## src/rtl/core/vector_magnitude_3d_scaled_macros.svh

```systemverilog
// ---------------------------------------------------------------------------
// vector magnitude assertion macros
// shared assertion forms, sampled on clk and held off during reset
// ---------------------------------------------------------------------------
`ifndef VECTOR_MAGNITUDE_3D_SCALED_MACROS_SVH
`define VECTOR_MAGNITUDE_3D_SCALED_MACROS_SVH

// same-cycle implication
`define VM3S_ASSERT_NOW(label, ante, cons, msg) \
	label: assert property (@(posedge clk) disable iff (!arst_n) (ante) |-> (cons)) \
		else $error(msg);

// next-cycle implication
`define VM3S_ASSERT_NEXT(label, ante, cons, msg) \
	label: assert property (@(posedge clk) disable iff (!arst_n) (ante) |=> (cons)) \
		else $error(msg);

`endif

```

## src/rtl/core/vm3s_pkg.sv

```systemverilog
// ---------------------------------------------------------------------------
// vm3s_pkg
// types, widths and helpers for the scaled 3d vector magnitude block
// ---------------------------------------------------------------------------
`timescale 1ns / 1ps

package vm3s_pkg;

	localparam int unsigned CompW  = 32;
	localparam int unsigned AbsW   = 30;
	localparam int unsigned ProdW  = 2 * AbsW;
	localparam int unsigned RootW  = AbsW;
	localparam int unsigned RemW   = 32;
	localparam int unsigned IterW  = 5;
	localparam int unsigned ShiftW = 2;
	localparam int unsigned InDataW  = 3 * CompW;
	localparam int unsigned OutDataW = 32;

	localparam logic [CompW-1:0] FIT_BIAS  = 32'hE000_0000;
	localparam logic [CompW-1:0] FIT_LIMIT = 32'hBFFF_FFFF;

	localparam logic [IterW-1:0] ROOT_LAST_ITER = IterW'(RootW - 1);

	typedef logic signed [CompW-1:0] comp_t;

	typedef enum logic [4:0] {
		ST_IDLE  = 5'b00001,
		ST_SCALE = 5'b00010,
		ST_SQ    = 5'b00100,
		ST_ROOT  = 5'b01000,
		ST_DONE  = 5'b10000
	} state_t;

	// component lies in [-2^29, 2^29)
	function automatic logic in_range(input comp_t v);
		logic [CompW-1:0] t;
		t = CompW'(v) + FIT_BIAS;
		return t > FIT_LIMIT;
	endfunction

	function automatic comp_t asr1(input comp_t v);
		return v >>> 1;
	endfunction

	// magnitude of an in-range component
	function automatic logic [AbsW-1:0] abs_val(input comp_t v);
		logic [CompW-1:0] a;
		a = v[CompW-1] ? (~CompW'(v) + CompW'(1)) : CompW'(v);
		return a[AbsW-1:0];
	endfunction

endpackage

```

## src/rtl/core/vector_magnitude_3d_scaled.sv

```systemverilog
// ---------------------------------------------------------------------------
// vector_magnitude_3d_scaled
// scaled integer magnitude of a signed 3d vector
//
// s_tdata carries one request: comp_x [31:0], comp_y [63:32], comp_z [95:64].
// m_tdata carries the result: magnitude [31:0].
// components are shifted right (0 to 2 places) until all lie in [-2^29, 2^29),
// the floor square root of the sum of squares is taken and shifted back.
// a request passes from acceptance to the result register through the scaling
// steps, the shared 30x30 multiplier, the bit-per-cycle root loop and the load
// of the output register; the next request is only taken after that load, once
// the sequencer is back in idle.
// s_tready is high only while the sequencer is idle, so a new request can be
// accepted while the previous result still waits in the output register.
// if the receiver stalls, the finished root waits until that register frees.
// reset clears the sequencer and the output valid; no clearing pass is needed.
// ---------------------------------------------------------------------------
`timescale 1ns / 1ps

`include "vector_magnitude_3d_scaled_macros.svh"

module vector_magnitude_3d_scaled (
	input  logic                             clk,
	input  logic                             arst_n,
	input  logic                             s_tvalid,
	output logic                             s_tready,
	input  logic [vm3s_pkg::InDataW-1:0]     s_tdata,   // comp_x, comp_y, comp_z
	output logic                             m_tvalid,
	input  logic                             m_tready,
	output logic [vm3s_pkg::OutDataW-1:0]    m_tdata    // magnitude
);

	import vm3s_pkg::*;

	state_t            state_q;
	comp_t             x_q, y_q, z_q;
	logic [ShiftW-1:0] shift_q;
	logic [1:0]        sq_cnt_q;
	logic [ProdW-1:0]  prod_q;
	logic [ProdW-1:0]  sum_q;
	logic [IterW-1:0]  iter_q;
	logic [RemW-1:0]   rem_q;
	logic [RootW-1:0]  root_q;
	logic              m_tvalid_q;
	logic [OutDataW-1:0] m_tdata_q;

	logic              all_in;
	logic              s_acc;
	logic              out_free;
	logic              root_last;
	comp_t             sq_sel;
	logic [AbsW-1:0]   sq_abs;
	logic [RemW+1:0]   rem_cat;
	logic [RemW+1:0]   trial;
	logic              ge;
	logic [RemW+1:0]   rem_diff;
	logic [RootW-1:0]  root_nxt;

	assign s_tready  = (state_q == ST_IDLE);
	assign s_acc     = s_tvalid && s_tready;
	assign out_free  = !m_tvalid_q || m_tready;
	assign root_last = (state_q == ST_ROOT) && (iter_q == ROOT_LAST_ITER);
	assign m_tvalid  = m_tvalid_q;
	assign m_tdata   = m_tdata_q;

	assign all_in = in_range(x_q) && in_range(y_q) && in_range(z_q);

	always_comb begin
		case (sq_cnt_q)
			2'd0:    sq_sel = x_q;
			2'd1:    sq_sel = y_q;
			default: sq_sel = z_q;
		endcase
	end
	assign sq_abs = abs_val(sq_sel);

	// one root bit per cycle, two radicand bits brought down each step
	assign rem_cat  = {rem_q, sum_q[ProdW-1 -: 2]};
	assign trial    = {2'b00, root_q, 2'b01};
	assign ge       = rem_cat >= trial;
	assign rem_diff = ge ? (rem_cat - trial) : rem_cat;
	assign root_nxt = {root_q[RootW-2:0], ge};

	always_ff @(posedge clk or negedge arst_n) begin
		if (!arst_n) begin
			state_q    <= ST_IDLE;
			m_tvalid_q <= 1'b0;
		end else begin
			if ((state_q == ST_DONE) && out_free)
				m_tvalid_q <= 1'b1;
			else if (m_tready)
				m_tvalid_q <= 1'b0;
			case (state_q)
				ST_IDLE: begin
					if (s_acc)
						state_q <= ST_SCALE;
				end
				ST_SCALE: begin
					if (all_in)
						state_q <= ST_SQ;
				end
				ST_SQ: begin
					if (sq_cnt_q == 2'd3)
						state_q <= ST_ROOT;
				end
				ST_ROOT: begin
					if (root_last)
						state_q <= ST_DONE;
				end
				ST_DONE: begin
					if (out_free)
						state_q <= ST_IDLE;
				end
				default: state_q <= ST_IDLE;
			endcase
		end
	end

	always_ff @(posedge clk) begin
		case (state_q)
			ST_IDLE: begin
				if (s_acc) begin
					x_q      <= comp_t'(s_tdata[CompW-1:0]);
					y_q      <= comp_t'(s_tdata[2*CompW-1:CompW]);
					z_q      <= comp_t'(s_tdata[3*CompW-1:2*CompW]);
					shift_q  <= '0;
					sq_cnt_q <= '0;
					sum_q    <= '0;
					iter_q   <= '0;
					rem_q    <= '0;
					root_q   <= '0;
				end
			end
			ST_SCALE: begin
				if (!all_in) begin
					x_q     <= asr1(x_q);
					y_q     <= asr1(y_q);
					z_q     <= asr1(z_q);
					shift_q <= shift_q + ShiftW'(1);
				end
			end
			ST_SQ: begin
				// multiplier output registered, accumulated into the sum in the next cycle
				if (sq_cnt_q != 2'd3)
					prod_q <= ProdW'(sq_abs) * ProdW'(sq_abs);
				if (sq_cnt_q != 2'd0)
					sum_q <= sum_q + prod_q;
				sq_cnt_q <= sq_cnt_q + 2'd1;
			end
			ST_ROOT: begin
				rem_q  <= rem_diff[RemW-1:0];
				root_q <= root_nxt;
				sum_q  <= {sum_q[ProdW-3:0], 2'b00};
				iter_q <= iter_q + IterW'(1);
			end
			ST_DONE: begin
				if (out_free)
					m_tdata_q <= OutDataW'({2'b00, root_q} << shift_q);
			end
			default: begin
			end
		endcase
	end

	`VM3S_ASSERT_NEXT(a_accept_scales, s_acc, state_q == ST_SCALE, "request did not start scaling")
	`VM3S_ASSERT_NOW(a_shift_bound, state_q != ST_IDLE, shift_q <= ShiftW'(2), "shift above two")
	`VM3S_ASSERT_NOW(a_sq_in_range, state_q == ST_SQ, all_in, "component out of range at squaring")
	`VM3S_ASSERT_NEXT(a_root_ends, root_last, state_q == ST_DONE, "root loop overran")

endmodule

```

## config.mk

```make
export PLATFORM = sky130hd
export DESIGN_NAME = vector_magnitude_3d_scaled
export DESIGN_NICKNAME = d
export VERILOG_FILES = /design/src/rtl/core/vm3s_pkg.sv /design/src/rtl/core/vector_magnitude_3d_scaled.sv
export VERILOG_INCLUDE_DIRS = /design/src /design/src/rtl/core
export SDC_FILE = /design/constraint.sdc
export NUM_CORES = 2
export LEC_CHECK = 0
export ABC_AREA = 1
export BUFFER_PORTS_ARGS = -buffer_cell sky130_fd_sc_hd__buf_2
export CORE_AREA = 3 3 372 374
export CTS_BUF_LIST = sky130_fd_sc_hd__clkbuf_8
export CTS_CLUSTER_DIAMETER = 120
export DETAILED_ROUTE_END_ITERATION = 12
export DIE_AREA = 0 0 375 377
export PLACE_DENSITY_LB_ADDON = 0.15
export SLEW_MARGIN = 15
export SYNTH_ARGS = -nofsm -noshare
export SYNTH_HDL_FRONTEND = slang
export SYNTH_SLANG_ARGS = --single-unit
```

## constraint.sdc

```tcl
create_clock -name clk -period 12.2 [get_ports clk]
set_input_delay 1.83 -clock clk [delete_from_list [all_inputs] [get_ports clk]]
set_output_delay 1.83 -clock clk [all_outputs]
set_load 0.005 [all_outputs]
```

== Word level (Yosys, flattened, before mapping) ==
Index checks and enable logic that the tools add are counted.
Storage, ports and cells
  bits of input ports: 100
  output and inout port bits: 34
  bits in registers: 325
  word-level logic and storage cells: 104
Operators by class
  multiplexer cells: 33
  add/sub/neg operators: 9
  order comparisons: 4
  reduce and logical (&&, ||, !) cells: 22
  shift-type cells: 1
  multipliers: 1
  bitwise gates (word level): 2
  equal/unequal tests: 16
Operators with widths (number)
  32-bit case mux with 2 select lines: 5
  60-bit case mux with 3 select lines: 1
  32-bit two-way mux: 5
  60-bit two-way mux: 2
  32-bit adder, second input constant: 3
  32-bit > comparator, second input constant: 3
  31-bit two-way mux: 3
  60-bit adder: 1
  30-bit by 30-bit multiplier with 60-bit output: 1
  30-bit two-way mux: 2
  30-bit case mux with 2 select lines: 1
  34-bit by 32-bit >= comparator with 1-bit output: 1
  30-bit by 2-bit left shift with 32-bit output: 1
  32-bit subtractor: 1
  30-bit by 2-bit adder with 30-bit output, second input constant: 1
  5-bit two-way mux: 6
  30-bit inverter: 1
  5-bit case mux with 5 select lines: 1
  2-bit inequality test, second input constant: 7
  5-bit equality test, second input constant: 2
  5-bit case mux with 2 select lines: 1
  2-bit nonzero test: 5
  3-bit AND reduction: 3
  2-bit case mux with 2 select lines: 2
  19 further kinds: 29

== Longest topological paths before layout ==
  word-level depth: 6
  gate-level depth with buffers: 48
  mapped depth without buffers: 45

== Least setup slack after synthesis ==
Ideal clock, no wire load.
  kind: register -> register
  from: reg sq_cnt_q[0]
  to: reg prod_q[45], data pin
  stages on the path, launching flop included: 41
  required time: 11.942 ns
  buffers on the path: 2
  setup time: 0.258 ns
  period minus slack after synthesis: 8.803 ns
  path slack: 3.397 ns
  arrival: 8.545 ns
  path through: edfxtp_1 > inv_1 > ha_1 > nor2_2 > a21oi_2 > clkbuf_1 > ha_1 > nand3_1 > nor2_2 > inv_2 > nor2_2 > nand2_1 > o21ai_2 > o21ai_1 > or2_0 > nand2_2 > buf_2 > nor2_1 > (+5 left out) > inv_1 > fa_1 > inv_1 > fa_1 > fa_1 > fa_1 > inv_1 > fa_1 > inv_1 > ha_1 > nand2_1 > nor2_1 > inv_1 > nor4_1 > nand3_1 > nand3_1 > a21oi_1 > xnor2_1
Between the ends
  cells in the longest elaborated chain, start to end: 6
  elaborated cells on any way between the ends: 7
  classes of those cells: add/sub (1); mul (1); eq/ne (1); mux (2); bitwise (1); reduce/logical (1)
Ends and longest elaborated chain
  start, declared: line vector_magnitude_3d_scaled.sv:38  | logic [1:0] sq_cnt_q;
  start signal, assigned: line vector_magnitude_3d_scaled.sv:148  | sq_cnt_q <= sq_cnt_q + 2'd1;
  2-bit by 1-bit equality test with 1-bit output / 2-bit zero test (equally long branches): line vector_magnitude_3d_scaled.sv:69  | case (sq_cnt_q)
  32-bit case mux with 2 select lines *: line vector_magnitude_3d_scaled.sv:69
  30-bit inverter: line vm3s_pkg.sv:48  | a = v[CompW-1] ? (~CompW'(v) + CompW'(1)) : CompW'(v);
  30-bit by 2-bit adder with 30-bit output: line vm3s_pkg.sv:48
  30-bit two-way mux *: line vm3s_pkg.sv:48
  30-bit by 30-bit multiplier with 60-bit output *: line vector_magnitude_3d_scaled.sv:145  | prod_q <= ProdW'(sq_abs) * ProdW'(sq_abs);
  end signal, assigned: line vector_magnitude_3d_scaled.sv:145
  end, declared: line vector_magnitude_3d_scaled.sv:39  | logic [ProdW-1:0] prod_q;
Mark *: on every way between the ends. The rest lies on a longest branch, timed or not.
A chain may end at the register's enable or synchronous reset.

== Worst setup path after layout ==
  from: reg sq_cnt_q[0]
  to: reg prod_q[30], data pin
The elaborated chain is that of the path after synthesis.

==> qor.yml <==
clocking:
  cts-resized-gates: 0
  cts.sinks: 324
  ctsHoldBuffers: 0
  cts_max_path_buffers: 3
  numCtsBuffers: 61
  cts_tree: "done"
  clock_latency_ns: 0.76
  h-tree-depth: 2
  root_buffer: "clkbuf_8"
  cts_setup_buffers: 0
  cts.clk_slew.worst_paths_ns: 0.07
synth:
  synth_top_area_share_pct: 29.7
  ys_seq_area_share_pct: 20.6
  syn_inst: 5801
  synth_top_family_by_area: "adder cells"
  synthFlopType: "edfxtp_1"
  synth_top_area_cell: "fa_1"
  synth_seq_cells: 324
  postSynthAreaPerCell_um2: 8.14
  async_reset_ff_share_pct: 1.85
  muxShareOfSynthArea_pct: 0.488
  synthSimpleGateAreaFrac_pct: 19.0
  synth_compound_area_share_pct: 7.18
  synth_cell_types: 57
  syn_nets: 6951
  synth_adder_area_share_pct: 39.0
  synth_edf_count: 318
  ys_warn_count: 0
  ys_top_cells_by_area: "fa_1 (30%), edfxtp_1 (20%), inv_1 (9.9%)"
  syn_area_mm2: 0.0472
  synthXorXnorAreaFrac_pct: 1.98
worst_setup_path:
  start_kind: "flop"
  crit_buf_inv: 10
  crit_family: "adder cells"
  max_stage_delay_ns: 0.66
  crit_path_end_kind: "flop"
  arrival_ns: 11.73
  cp.required_ns: 12.72
  crit_type: "reg2reg"
  crit_path_top_delay_cell: "nand2_1"
  cpMostUsedCell: "fa_1"
  worstPathMaxFanout: 31
sta:
  slew_violations: 0
  fin_worst_skew_ns: 0.0550
  setup_tns_ns: 0
  setup_violations: 0
  fin_crit_sh_pct: 91.8
  tightest_slew_ns: 1.15
  period_needed_ns: 11.20
  slew_headroom_pct: 23.5
  rsz0062_at_grt: "no"
  hold_viol_final: 0
  max_freq_ghz: 0.0893
cells_and_area:
  fillers: 14200
  area_growth_pct: 8.24
  final_util_pct: 37.8
  nets: 7055
  drive_gt1_share_pct: 6.32
detailed_routing:
  avgRoutedWirePerCell_um: 19.8
  antenna_left: 0
  drcViolationCount: 0
  firstDrtPassIters: 5
  wl_um: 153000
  first_iter_violations: 2496
  vias: 37800
  vias_per_cell: 4.89
die:
  fp.coreArea_mm2: 0.135
  die_x_um: 375
  die_h_um: 377
  start_util_pct: 34.9
  io_pins: 134
  fp.dieArea_mm2: 0.141
  rows: 135
global_routing:
  antenna_found_initial: 2
  grt_max_degree: 104
  grt_pass1_vias: 39700
  grt_pass1_wl_um: 237000
  grt_usage_pct: 21.9
  grt_overflow_total: 0
place:
  numPortBuffers: 133
  place.gp.congestion: 0.933
  place_hpwl_um: 125000
flow_run:
  cap_violations: 0
hold_path:
  hp-class: "reg2reg"
run_status:
  status: "complete, no violations"
final timing paths:
check | from | cells past startpoint | slack [ns] | end
worst max register to register | sq_cnt_q[0] | 39 | 1.0 | prod_q[30]
worst max-delay path | sq_cnt_q[0] | 39 | 1.0 | prod_q[30]
worst min-delay path | x_q[22] | 2 | 0.55 | x_q[21]
max in group asynchronous | arst_n | 1 | 11.06 | state_q[0]
worst min register to register | x_q[22] | 2 | 0.55 | x_q[21]
min in group asynchronous | arst_n | 1 | 0.92 | state_q[3]
area by class of cell:
| cell class | count | area (um^2) | share of cell area [%] |
|---|---|---|---|
| Clock buffer | 62 | 853 | 1.67 |
| Sequential cell | 324 | 9700 | 19.0 |
| Timing Repair Buffer | 185 | 1060 | 2.07 |
| Clock inverter | 48 | 360 | 0.705 |
| Tap cell | 1781 | 2230 | 4.36 |
| Multi-Input combinational cell | 4035 | 32000 | 62.7 |
| Antenna cell | 1 | 2.50 | 0.00490 |
| Inverter | 1298 | 4870 | 9.54 |
cell usage in the layout, fill, tap and decap left out, types with 7 or more instances in the layout:
master / instances
nand4_1: 32
ha_1: 350
buf_2: 133
a21oi_1: 219
inv_2: 40
nor2_2: 20
nor2_1: 737
and3_1: 8
a21boi_0: 8
o21a_1: 9
nand2_2: 9
inv_1: 1263
nand3b_1: 7
xor2_1: 67
clkinv_2: 11
edfxtp_1: 318
or2_2: 12
clkbuf_8: 62
o21bai_1: 30
fa_1: 700
o21ai_0: 254
buf_4: 52
mux2i_1: 23
a21o_1: 29
nand2_1: 1206
nor4_1: 11
xnor2_1: 34
a31oi_1: 27
clkinv_1: 21
nand3_1: 155
nor3_1: 31
registers in the layout (all words and copies together), names as in the netlist:
signal and count:
m_tdata 32, sum_q 60, iter_q 5, sq_cnt_q 2, m_tvalid 1, z_q 32, y_q 32, shift_q 2
x_q 32, state_q 5, prod_q 59, root_q 30, rem_q 32
cell families after synthesis:
kind of cell	after synthesis
AND/OR/NAND/NOR	2245
flip-flops	324
multiplexers	23
buffers and inverters	1442
XOR/XNOR	105
AO/OA/AOI/OAI	612
adder cells (fa/ha/maj)	1050
through the flow:
step	hold WS, ns	worst slack [ns]	std cells	instance area (um^2)
final	0.555	0.997	7734	51100
after global routing	0.582	0.266	7734	51100
after CTS	0.557	1.01	7733	51100
after detailed placement	0.545	1.02	7623	49900
after global placement	0.533	1.15	7623	49900
after floorplan	0.520	3.40	5801	47200
synth_stat cells (all sizes together) (4+ instances only):
cell / count
a21oi: 223
a21o: 29
a32o: 4
xnor2: 34
or2: 13
o21a: 9
a21boi: 10
ha: 350
nand4: 32
o22ai: 5
nand3: 158
a31oi: 28
o211ai: 4
clkbuf: 67
o21ai: 262
buf: 77
nand2: 1217
nor3: 33
nor2: 761
nor4: 12
and3: 8
nand3b: 7
o21bai: 30
dfrtp: 5
edfxtp: 318
fa: 700
inv: 1289
mux2i: 23
clkinv: 9
xor2: 71
routing by layer:
layer  global-route usage, %  up-vias  wire, um
met5                       0        -        27
met4                    4.18        4      2870
met3                    2.60      157      7070
met2                    37.1      867     72500
met1                    30.3    18800     70500
li1                        -    18000         -
tightest hold or removal path: stages (launching register included):
cell	delay, ns
edfxtp_1	0.34
nand2_1	0.05
nand2_1	0.06
Power is left out: the tool's default activity adds up to more than one toggle a clock period on the data nets, which glitch-free logic cannot reach.
